$ cat src/design/cbf_pkg.sv
package cbf_pkg;

    // Filter capacity and derived widths
    localparam int MAX_BITS = 256;
    localparam int IDX_W    = (MAX_BITS > 1) ? $clog2(MAX_BITS) : 1;
    localparam int CODE_W   = 8;
    localparam int SIZE_W   = 9;
    localparam int CNT_W    = $clog2(CODE_W + 1);
    localparam int CMP_W    = (SIZE_W > $clog2(MAX_BITS + 1)) ? SIZE_W : $clog2(MAX_BITS + 1);

    localparam logic [SIZE_W-1:0] SIZE_RESET = SIZE_W'(255);

    // Operation codes
    localparam logic OP_INSERT = 1'b0;
    localparam logic OP_CHECK  = 1'b1;

    // Divider control and status
    typedef struct packed {
        logic start;
    } div_ctrl_t;

    typedef struct packed {
        logic busy;
        logic done;
    } div_stat_t;

    // Filter store command
    typedef struct packed {
        logic             set;
        logic [IDX_W-1:0] idx;
    } store_cmd_t;

    // Size in use: zero acts as one, clamp to capacity
    function automatic logic [SIZE_W-1:0] effective_size(input logic [SIZE_W-1:0] s);
        logic [CMP_W-1:0] s_ext;
        logic [SIZE_W-1:0] r;
        s_ext = CMP_W'(s);
        r     = s;
        if (s == '0)
            r = SIZE_W'(1);
        else if (s_ext > CMP_W'(MAX_BITS))
            r = SIZE_W'(MAX_BITS);
        return r;
    endfunction

endpackage

$ cat src/design/cbf_if.sv
// Input channel: one character per transfer, last marks the end of a word
interface cbf_in_if;
    logic                        valid;
    logic                        ready;
    logic                        operation;
    logic [cbf_pkg::CODE_W-1:0]  char_code;
    logic                        last;

    modport source (output valid, output operation, output char_code, output last,
                    input ready);
    modport sink   (input valid, input operation, input char_code, input last,
                    output ready);
endinterface

// Output channel: membership result
interface cbf_out_if;
    logic valid;
    logic ready;
    logic present;

    modport source (output valid, output present, input ready);
    modport sink   (input valid, input present, output ready);
endinterface

$ cat src/design/cbf_mod_unit.sv
// Restoring remainder unit: one dividend bit per cycle
module cbf_mod_unit (
    input  logic                        clk,
    input  logic                        rst_n,
    input  cbf_pkg::div_ctrl_t          ctrl,
    input  logic [cbf_pkg::CODE_W-1:0]  dividend,
    input  logic [cbf_pkg::SIZE_W-1:0]  divisor,
    output logic [cbf_pkg::SIZE_W-1:0]  remainder,
    output cbf_pkg::div_stat_t          stat
);

    logic [cbf_pkg::CODE_W-1:0] dvd_reg, dvd_next;
    logic [cbf_pkg::SIZE_W-1:0] rem_reg, rem_next;
    logic [cbf_pkg::SIZE_W-1:0] dsr_reg, dsr_next;
    logic [cbf_pkg::CNT_W-1:0]  cnt_reg, cnt_next;
    logic [cbf_pkg::SIZE_W:0]   trial;
    logic [cbf_pkg::SIZE_W:0]   diff;

    // Shift in next bit, subtract when it fits
    always_comb
    begin
        trial    = {rem_reg, dvd_reg[cbf_pkg::CODE_W-1]};
        diff     = trial - {1'b0, dsr_reg};
        dvd_next = dvd_reg;
        rem_next = rem_reg;
        dsr_next = dsr_reg;
        cnt_next = cnt_reg;
        if (ctrl.start)
        begin
            dvd_next = dividend;
            rem_next = '0;
            dsr_next = divisor;
            cnt_next = cbf_pkg::CNT_W'(cbf_pkg::CODE_W);
        end
        else if (cnt_reg != '0)
        begin
            dvd_next = {dvd_reg[cbf_pkg::CODE_W-2:0], 1'b0};
            // trial < 2*divisor, so the result stays below divisor
            if (trial >= {1'b0, dsr_reg})
                rem_next = diff[cbf_pkg::SIZE_W-1:0];
            else
                rem_next = trial[cbf_pkg::SIZE_W-1:0];
            cnt_next = cnt_reg - cbf_pkg::CNT_W'(1);
        end
    end

    // Step counter
    always_ff @(posedge clk or negedge rst_n)
    begin
        if (!rst_n)
            cnt_reg <= '0;
        else
            cnt_reg <= cnt_next;
    end

    // Datapath registers
    always_ff @(posedge clk)
    begin
        dvd_reg <= dvd_next;
        rem_reg <= rem_next;
        dsr_reg <= dsr_next;
    end

    assign remainder = rem_reg;
    assign stat.busy = (cnt_reg != '0);
    assign stat.done = (cnt_reg == '0);

    // Remainder stays below the divisor once finished
    a_rem_lt_div: assert property (@(posedge clk) disable iff (!rst_n)
        ($past(cnt_reg) == cbf_pkg::CNT_W'(1) && !$past(ctrl.start)) |-> (rem_reg < dsr_reg))
        else $error("remainder not below divisor");

endmodule

$ cat src/design/cbf_filter_store.sv
// Filter bit array: cleared by a pass after reset, one bit set per insert,
// read registered at the command index
module cbf_filter_store (
    input  logic                        clk,
    input  logic                        rst_n,
    input  cbf_pkg::store_cmd_t         cmd,
    output logic                        rd_bit,
    output logic                        clearing
);

    logic                        mem [cbf_pkg::MAX_BITS];
    logic [cbf_pkg::IDX_W-1:0]   clr_idx_reg;
    logic                        clr_busy_reg;
    logic                        rd_bit_reg;

    // Clearing pass, one entry per cycle
    always_ff @(posedge clk or negedge rst_n)
    begin
        if (!rst_n)
        begin
            clr_idx_reg  <= '0;
            clr_busy_reg <= 1'b1;
        end
        else if (clr_busy_reg)
        begin
            clr_idx_reg <= clr_idx_reg + cbf_pkg::IDX_W'(1);
            if (clr_idx_reg == cbf_pkg::IDX_W'(cbf_pkg::MAX_BITS - 1))
                clr_busy_reg <= 1'b0;
        end
    end

    // Bit write and registered read
    always_ff @(posedge clk)
    begin
        if (clr_busy_reg)
            mem[clr_idx_reg] <= 1'b0;
        else if (cmd.set)
            mem[cmd.idx] <= 1'b1;
        rd_bit_reg <= mem[cmd.idx];
    end

    assign rd_bit   = rd_bit_reg;
    assign clearing = clr_busy_reg;

    // No insert lands while the clearing pass runs
    a_no_set_clear: assert property (@(posedge clk) disable iff (!rst_n)
        clr_busy_reg |-> !cmd.set)
        else $error("filter bit set during clearing pass");

endmodule

$ cat src/design/char_bloom_filter.sv
// Character Bloom filter, single modulo hash.
// Each character runs the remainder steps, then the filter bit read, then the update.
// in_ch.ready is low while a character is in work; the next one is taken only after it is done.
// A check that ends a word waits in the read state while the previous result is not taken.
// Reset (rst_n low, async): match flag one, filter_size 255; the filter bits are then
// cleared in a pass, one bit per cycle, with in_ch.ready low.
module char_bloom_filter (
    input  logic                        clk,
    input  logic                        rst_n,
    input  logic                        cfg_we,
    input  logic [cbf_pkg::SIZE_W-1:0]  cfg_wdata,
    cbf_in_if.sink                      in_ch,
    cbf_out_if.source                   out_ch
);

    typedef enum logic [1:0] {S_IDLE, S_DIV, S_READ} state_t;

    state_t                     state_reg, state_next;
    logic [cbf_pkg::SIZE_W-1:0] size_reg;
    logic                       op_reg, op_next;
    logic                       last_reg, last_next;
    logic                       match_reg, match_next;
    logic                       out_valid_reg, out_valid_next;
    logic                       present_reg, present_next;

    cbf_pkg::div_ctrl_t         div_ctrl;
    cbf_pkg::div_stat_t         div_stat;
    cbf_pkg::store_cmd_t        st_cmd;
    logic [cbf_pkg::SIZE_W-1:0] rem;
    logic                       rd_bit;
    logic                       clearing;
    logic                       accept;
    logic                       update;
    logic                       emit;
    logic                       out_free;

    // Configuration register
    always_ff @(posedge clk or negedge rst_n)
    begin
        if (!rst_n)
            size_reg <= cbf_pkg::SIZE_RESET;
        else if (cfg_we)
            size_reg <= cfg_wdata;
    end

    cbf_mod_unit u_mod (
        .clk       (clk),
        .rst_n     (rst_n),
        .ctrl      (div_ctrl),
        .dividend  (in_ch.char_code),
        .divisor   (cbf_pkg::effective_size(size_reg)),
        .remainder (rem),
        .stat      (div_stat)
    );

    cbf_filter_store u_store (
        .clk      (clk),
        .rst_n    (rst_n),
        .cmd      (st_cmd),
        .rd_bit   (rd_bit),
        .clearing (clearing)
    );

    // Handshake and update qualifiers
    assign in_ch.ready    = (state_reg == S_IDLE) && !clearing;
    assign accept         = in_ch.valid && in_ch.ready;
    assign out_free       = !out_valid_reg || out_ch.ready;
    assign emit           = (op_reg == cbf_pkg::OP_CHECK) && last_reg;
    assign update         = (state_reg == S_READ) && (out_free || !emit);
    assign div_ctrl.start = accept;
    assign st_cmd.idx     = cbf_pkg::IDX_W'(rem);
    assign st_cmd.set     = update && (op_reg == cbf_pkg::OP_INSERT);

    // Sequencer next state
    always_comb
    begin
        state_next     = state_reg;
        op_next        = op_reg;
        last_next      = last_reg;
        match_next     = match_reg;
        out_valid_next = out_valid_reg && !out_ch.ready;
        present_next   = present_reg;
        case (state_reg)
            S_IDLE:
            begin
                if (accept)
                begin
                    op_next    = in_ch.operation;
                    last_next  = in_ch.last;
                    state_next = S_DIV;
                end
            end
            S_DIV:
            begin
                // remainder final, its bit is read at this edge
                if (div_stat.done)
                    state_next = S_READ;
            end
            S_READ:
            begin
                if (update)
                begin
                    state_next = S_IDLE;
                    if (op_reg == cbf_pkg::OP_CHECK)
                    begin
                        if (last_reg)
                        begin
                            present_next   = match_reg & rd_bit;
                            out_valid_next = 1'b1;
                            match_next     = 1'b1;
                        end
                        else
                            match_next = match_reg & rd_bit;
                    end
                end
            end
            default:
                state_next = S_IDLE;
        endcase
    end

    // State and registered outputs
    always_ff @(posedge clk or negedge rst_n)
    begin
        if (!rst_n)
        begin
            state_reg     <= S_IDLE;
            match_reg     <= 1'b1;
            out_valid_reg <= 1'b0;
            op_reg        <= cbf_pkg::OP_INSERT;
            last_reg      <= 1'b0;
            present_reg   <= 1'b0;
        end
        else
        begin
            state_reg     <= state_next;
            match_reg     <= match_next;
            out_valid_reg <= out_valid_next;
            op_reg        <= op_next;
            last_reg      <= last_next;
            present_reg   <= present_next;
        end
    end

    assign out_ch.valid   = out_valid_reg;
    assign out_ch.present = present_reg;

    // Divider cannot report done right after a start
    a_no_early_done: assert property (@(posedge clk) disable iff (!rst_n)
        accept |=> !div_stat.done)
        else $error("remainder finished too early");

    // Filter bits are set only by a finished insert
    a_set_insert: assert property (@(posedge clk) disable iff (!rst_n)
        st_cmd.set |-> (state_reg == S_READ && op_reg == cbf_pkg::OP_INSERT))
        else $error("filter bit set outside an insert update");

    // A fresh result follows a check of a last character
    a_result_src: assert property (@(posedge clk) disable iff (!rst_n)
        $rose(out_valid_reg) |-> $past(update && emit))
        else $error("result without a last check character");

    // Match flag re-arms after each emitted result
    a_rearm: assert property (@(posedge clk) disable iff (!rst_n)
        (update && emit) |=> match_reg)
        else $error("match flag not re-armed");

endmodule
$ cat src/flat_wrapper.sv
// flat-port wrapper written by rule: the top's interface ports become plain ports
module char_bloom_filter_flat 
  (clk, rst_n, cfg_we, cfg_wdata, in_ch_valid, in_ch_operation, in_ch_char_code, in_ch_last, in_ch_ready, out_ch_valid, out_ch_present, out_ch_ready);
  cbf_in_if in_ch_i ();
  cbf_out_if out_ch_i ();
  input  logic clk;
  input  logic rst_n;
  input  logic cfg_we;
  input  logic [cbf_pkg::SIZE_W-1:0] cfg_wdata;
  input wire logic [$bits(in_ch_i.valid)-1:0] in_ch_valid;
  input wire logic [$bits(in_ch_i.operation)-1:0] in_ch_operation;
  input wire logic [$bits(in_ch_i.char_code)-1:0] in_ch_char_code;
  input wire logic [$bits(in_ch_i.last)-1:0] in_ch_last;
  output wire logic [$bits(in_ch_i.ready)-1:0] in_ch_ready;
  output wire logic [$bits(out_ch_i.valid)-1:0] out_ch_valid;
  output wire logic [$bits(out_ch_i.present)-1:0] out_ch_present;
  input wire logic [$bits(out_ch_i.ready)-1:0] out_ch_ready;
  assign in_ch_i.valid = in_ch_valid;
  assign in_ch_i.operation = in_ch_operation;
  assign in_ch_i.char_code = in_ch_char_code;
  assign in_ch_i.last = in_ch_last;
  assign in_ch_ready = in_ch_i.ready;
  assign out_ch_valid = out_ch_i.valid;
  assign out_ch_present = out_ch_i.present;
  assign out_ch_i.ready = out_ch_ready;
  char_bloom_filter u_core (.clk(clk), .rst_n(rst_n), .cfg_we(cfg_we), .cfg_wdata(cfg_wdata), .in_ch(in_ch_i), .out_ch(out_ch_i));
endmodule
$ cat config.mk
export PLATFORM = sky130hd
export DESIGN_NAME = char_bloom_filter_flat
export DESIGN_NICKNAME = d
export VERILOG_FILES = /design/src/design/cbf_pkg.sv /design/src/design/cbf_if.sv /design/src/design/cbf_mod_unit.sv /design/src/design/cbf_filter_store.sv /design/src/design/char_bloom_filter.sv /design/src/flat_wrapper.sv
export SDC_FILE = /design/constraint.sdc
export NUM_CORES = 1
export LEC_CHECK = 0
export BUFFER_PORTS_ARGS = -buffer_cell sky130_fd_sc_hd__buf_2
export CORE_MARGIN = 2
export CORE_UTILIZATION = 32
export CTS_CLUSTER_SIZE = 25
export DETAILED_ROUTE_END_ITERATION = 8
export GPL_ROUTABILITY_DRIVEN = 0
export PLACE_DENSITY = 0.56
export SLEW_MARGIN = 0
export SYNTH_ARGS = -nofsm -noshare
export SYNTH_HDL_FRONTEND = slang
export SYNTH_SLANG_ARGS = --single-unit
$ cat constraint.sdc
create_clock -name clk -period 3.75 [get_ports clk]
set_input_delay 0.75 -clock clk [delete_from_list [all_inputs] [get_ports clk]]
set_output_delay 0.75 -clock clk [all_outputs]
set_load 0.01 [all_outputs]
==> results of run 1 <==
worst max-delay path: cells and delay by family, from the launching register on:
family / cells / cell delay (ps)
AND/OR/NAND/NOR: 6 / 1890
flip-flops: 1 / 390
buffers and inverters: 1 / 340
layout by cell type, fill, tap and decap left out, types with 4 or more instances in the layout:
master	instances
edfxtp_1	273
nor2_1	272
nand2_1	89
mux4_2	50
mux2i_1	37
clkbuf_16	37
a21oi_1	27
nand3_1	26
buf_2	26
buf_4	26
inv_1	23
dfrtp_1	19
o21ai_0	18
ha_1	13
nand3b_1	12
mux2_2	11
dfstp_2	10
nand2_2	9
and2_1	9
xnor2_1	9
clkinv_1	8
o221ai_1	8
a211oi_1	8
dfxtp_1	8
or3_1	7
nand3_2	6
nand2_4	6
o22ai_1	6
clkbuf_1	6
nor3_1	5
o31ai_4	5
nand2b_1	5
a22oi_1	5
clkinv_2	5
bufinv_16	5
nor2b_1	4
o21ai_2	4
nand3_4	4
per-layer routing:
layer	GRT usage	vias up
li1	-	4046
met1	0.204	4402
met2	0.236	242
met3	0.0300	61
met4	0.0447	0
met5	0	-
cell families after synthesis:
| logic type | after synthesis | synth area share |
|---|---|---|
| AO/OA/AOI/OAI | 108 | 0.0551 |
| XOR/XNOR | 12 | 0.00726 |
| adder cells (fa/ha/maj) | 14 | 0.0126 |
| buffers and inverters | 99 | 0.0372 |
| flip-flops | 312 | 0.631 |
| multiplexers | 98 | 0.112 |
| AND/OR/NAND/NOR | 464 | 0.145 |
per-stage QoR:
stage,power (mW),setup slack [ps],hold WS [ps],utilization,instance area [um^2]
2_1_floorplan,6.12,964,426,-,14500
5_1_grt,10.8,632,324,0.367,16300
3_5_place_dp,6.88,796,450,0.341,15100
6_report,10.3,805,279,0.367,16300
4_1_cts,10.4,797,286,0.367,16300
3_3_place_gp,6.86,837,443,0.341,15100
area by class of cell:
class	count	area [um^2]	area share
sequential	312	9140	0.560
inverter	25	101	0.00621
clock inverter	18	210	0.0129
multi-input combinational	696	4800	0.294
tap	592	741	0.0454
clock buffer	45	976	0.0598
timing repair buffer	53	345	0.0212
worst max path at each step:
stage                                           startpoint                                end  slack [ps]  cells after the start
floorplan                u_core.u_store.clearing$_DFF_PN1_  u_core.u_store.mem[237]$_DFFE_PP_         960                     10
global placement    u_core.u_mod.remainder[0]$_SDFFE_PP0N_      u_core.u_store.rd_bit$_DFF_P_         840                      9
detailed placement         u_core.state_reg[0]$_DFFE_PN0P_    u_core.u_store.mem[9]$_DFFE_PP_         800                      7
CTS                        u_core.state_reg[0]$_DFFE_PN0P_    u_core.u_store.mem[9]$_DFFE_PP_         800                      7
global route        u_core.u_mod.remainder[0]$_SDFFE_PP0N_      u_core.u_store.rd_bit$_DFF_P_         630                      9
finish                     u_core.state_reg[0]$_DFFE_PN0P_    u_core.u_store.mem[9]$_DFFE_PP_         800                      7
power breakdown:
group | switching [mW] | internal (mW)
registers | 0.287 | 4.04
logic | 1.46 | 1.01
clock network | 1.37 | 2.18
==> results.cfg, run 1 <==
[flow_run]
drv_cap = 0

[synthesis]
synth.area.top_cells = edfxtp_1, mux4_2, nor2_1
synth_most_common_cell = edfxtp_1
synthFlopType = edfxtp_1
synthCells = 1107
synth_area_per_cell_um2 = 13.1
async_reset_ff_frac = 0.0929
synth_edf_count = 273
synth_nets = 1145
syn_area_mm2 = 0.0145
synth_cell_type_count = 63
synth-seq-cells = 312
yosysTopAreaCell = edfxtp_1
synth_top_cells_by_count = edfxtp_1, nor2_1, nand2_1, mux4_2
yosysWarningCount = 0
synth_top_area_frac = 0.566
yosysSeqAreaShare = 0.631

[global_routing]
grt_max_degree = 109
antenna_found_initial = 0
grt_pass1_vias = 8900
grt_overflow_total = 0
grt_pass1_wl_um = 53300
grt_use_total = 0.148

[setup_path]
startpoint_type = flop
end_kind = flop
reg2reg_slack_ps = 800
max_stage_delay_ps = 600
path_cells = nand2b_4 -> or3_4 -> inv_8 -> nand3b_1 -> nand2_2 -> nand3_1 -> nor2_1
reg2regPathDepth = 7
crit_fanout = 69
reg2reg_from = u_core.state_reg[0]$_DFFE_PN0P_
cp_slowest_cell = nand3_1
critPathKind = reg -> reg
cp.arrival_ps = 3150
r2r_end = u_core.u_store.mem[9]$_DFFE_PP_
worst_ep_required_time_ps = 3960

[power_and_ir_drop]
leakagePower_nw = 4.74
p_per_area_mw_per_mm2 = 634
max-vdd-ir-drop_mv = 0.363

[floorplanning]
die_area_mm2 = 0.0470
io_pins = 27
die_y_um = 217
core_mm2 = 0.0444
fp.dieW_um = 217
initial_utilization = 0.326
row_count = 77

[routing]
drt_iter0_drc = 861
dr_wl_met3_um = 2040
drt-met1-wl_um = 15300
detail-route-antenna-nets = 0
met2WireLength_um = 15900
post_drt_wl_per_cell_um = 19.6
viasPerCell = 5.03
highest_layer = met4
drc = 0
vias = 8751
dr.pass1.iters = 5
totalWireLength_um = 34200

[cts]
cts.path.max_buffers = 3
hold_buffers = 0
clk_latency_ps = 510
cts.sinks = 312
clkSlewWorstSetupHoldPaths_ps = 60
cts_resized = 0
numCtsBuffers = 36
cts_tree = yes
ctsRootBufferMaster = clkbuf_16
htreeDepth = 2
post-cts-setup-buffers = 0

[timing]
min_period_ps = 2950
tightest_slew_ps = 967
setup_viol = 0
period_share = 0.785
grt_setup_unrepaired = no
slew_headroom = 0.355
drv_slew = 0
hold_violations = 0
fmax_mhz = 340
fin_skew_ps = 11.5
setup_tns_ps = 0

[final_layout]
drive_above_1_share = 0.188
layout.nets = 1162
n_antenna_cell = 0
largest_register_ffs = 256
fin_cells = 1741
top_register = u_core.u_store.mem
fillCellCount = 4254
areaGrowthSynthToFinish_pct = 12.7

[run_status]
outcome = complete, no violations

[placed_design]
dpl.hpwl_um = 21400
dpl.cell_count = 1678
portBuffers = 26

[hold_path]
hold_path_class = in -> async
Power figures use the tool's default switching activity.
==> inputs of run 2 (changes only) <==
clock period = 3 ns   (was 3.75 ns; I/O delays follow)
==> run 2 against run 1 <==
Clock power grew 13%. First-iteration DRC count decreased by 16%. Total power up 22%. Critical path depth up 5. Utilization grew 0.065 points. Clock skew rose by 9.6 ps. Wire length is 0.67% lower. Worst setup slack got worse by 530 ps. Critical path type unchanged. Final area increased by 0.18%. Die area unchanged.
==> results.cfg, run 2 (same netlist as run 1, synthesis figures left out) <==
[routing]
drt_iter0_drc = 720
detail-route-antenna-nets = 0
dr.pass1.iters = 7
totalWireLength_um = 34000
viasPerCell = 5.02
vias = 8826
drc = 0
post_drt_wl_per_cell_um = 19.3

[final_layout]
areaGrowthSynthToFinish_pct = 12.9
fillCellCount = 4264
mostFrequentLayoutCells = edfxtp_1, nor2_1, nand2_1
top_register = u_core.u_store.mem
fin_cells = 1759
layout.nets = 1180
drive_above_1_share = 0.194
seq_area_mm2 = 0.00914
final_common_cell = edfxtp_1
n_antenna_cell = 0
largest_register_ffs = 256
multi_input_area_mm2 = 0.00480
final_util = 0.368

[power_and_ir_drop]
p_per_area_mw_per_mm2 = 772
leakagePower_nw = 4.75
clock_power_share = 0.319
max-vdd-ir-drop_mv = 0.363
p_sw_mw = 3.88
p_int_mw = 8.75
p_seq_frac = 0.425
swShare = 0.307
p_comb_frac = 0.256

[placed_design]
dpl.hpwl_um = 21200
dpl.cell_count = 1695
portBuffers = 26

[floorplanning]
io_pins = 27
initial_utilization = 0.326
die_area_mm2 = 0.0470
die_y_um = 217
core_mm2 = 0.0444
row_count = 77
fp.dieW_um = 217

[timing]
hold_violations = 0
setup_tns_ps = 0
grt_setup_unrepaired = no
fmax_mhz = 367
min_period_ps = 2720
period_share = 0.907
slew_headroom = 0.440
drv_slew = 0
tightest_slew_ps = 840
fin_skew_ps = 21.1
setup_viol = 0

[setup_path]
startpoint_type = flop
crit_fanout = 7
end_kind = flop
worst_ep_required_time_ps = 3400
cp.arrival_ps = 3120
critPathKind = reg -> reg

[global_routing]
grt_use_total = 0.146
grt_pass1_vias = 8969
grt_max_degree = 97
antenna_found_initial = 0
grt_pass1_wl_um = 52700
grt_overflow_total = 0

[cts]
cts.sinks = 312
numCtsBuffers = 36
cts_tree = yes
cts_resized = 0
post-cts-setup-buffers = 0
ctsRootBufferMaster = clkbuf_16
clkSlewWorstSetupHoldPaths_ps = 60
htreeDepth = 2
clk_latency_ps = 520
cts.path.max_buffers = 3
hold_buffers = 0

[flow_run]
drv_cap = 0

[run_status]
outcome = complete, no violations

[hold_path]
hold_path_class = in -> async
-- run 2: cell count changes in the layout (fill, tap and decap cells not counted), sizes merged --
cell      change
buf          +18
bufinv        -4
clkbuf        +3
clkinv        -2
clkinvlp      +2
inv           +1
-- run 2: routing by layer --
layer	GRT usage	wire length, um
met3	0.0264	1800
met4	0.0416	852
met2	0.243	16200
met1	0.195	15100
met5	0	0
-- run 2: power by group through the flow --
stage	Clock, mW	Sequential (mW)	Combinational [mW]
after floorplan	0	5.23	2.42
after detailed placement	0	5.51	3.15
final	4.02	5.37	3.23
after CTS	4.10	5.42	3.16
after global placement	0	5.50	3.13
after global routing	4.25	5.41	3.55
-- run 2: per-stage QoR --
step	instance area, um^2	total power, mW	hold WS (ps)	setup slack [ps]
3_3_place_gp	15300	8.63	444	229
5_1_grt	16300	13.2	173	27.8
6_report	16300	12.6	117	278
4_1_cts	16300	12.7	130	213
2_1_floorplan	14500	7.65	304	214
3_5_place_dp	15300	8.65	450	230
-- run 2: final timing paths --
check / startpoint / to / slack (ps) / cells past startpoint
worst max-delay path: u_core.u_mod.dvd_reg[7]$_DFFE_PP_ / u_core.u_mod.remainder[4]$_SDFFE_PP0N_ / 280 / 12
worst min register to register: u_core.u_mod.remainder[8]$_SDFFE_PP0N_ / u_core.u_mod.remainder[8]$_SDFFE_PP0N_ / 450 / 2
worst max register to register: u_core.u_mod.dvd_reg[7]$_DFFE_PP_ / u_core.u_mod.remainder[4]$_SDFFE_PP0N_ / 280 / 12
worst min-delay path: rst_n / u_core.state_reg[0]$_DFFE_PN0P_ / 120 / 1
max in group asynchronous: rst_n / u_core.u_mod.cnt_reg[2]$_DFFE_PN0P_ / 2460 / 1
min in group clk: cfg_wdata[8] / u_core.size_reg[8]$_DFFE_PN0P_ / 300 / 3
-- run 2: worst max-delay path: stages (launching register included) --
cell and delay (ps):
edfxtp_1 400, inv_1 70, ha_1 170, inv_1 60, fa_1 400, nand2_1 80
nand2_1 50, a21oi_1 270, o211ai_1 160, a21oi_1 400, buf_4 230, a211oi_1 70
a211oi_1 250
-- run 2: layout make-up --
| class | count | area share |
|---|---|---|
| clock buffers | 48 | 0.0592 |
| well taps | 592 | 0.0453 |
| multi-input cells | 696 | 0.294 |
| repair buffers | 71 | 0.0302 |
| inverters | 25 | 0.00620 |
| clock inverters | 15 | 0.00612 |
| flip-flops and latches | 312 | 0.559 |
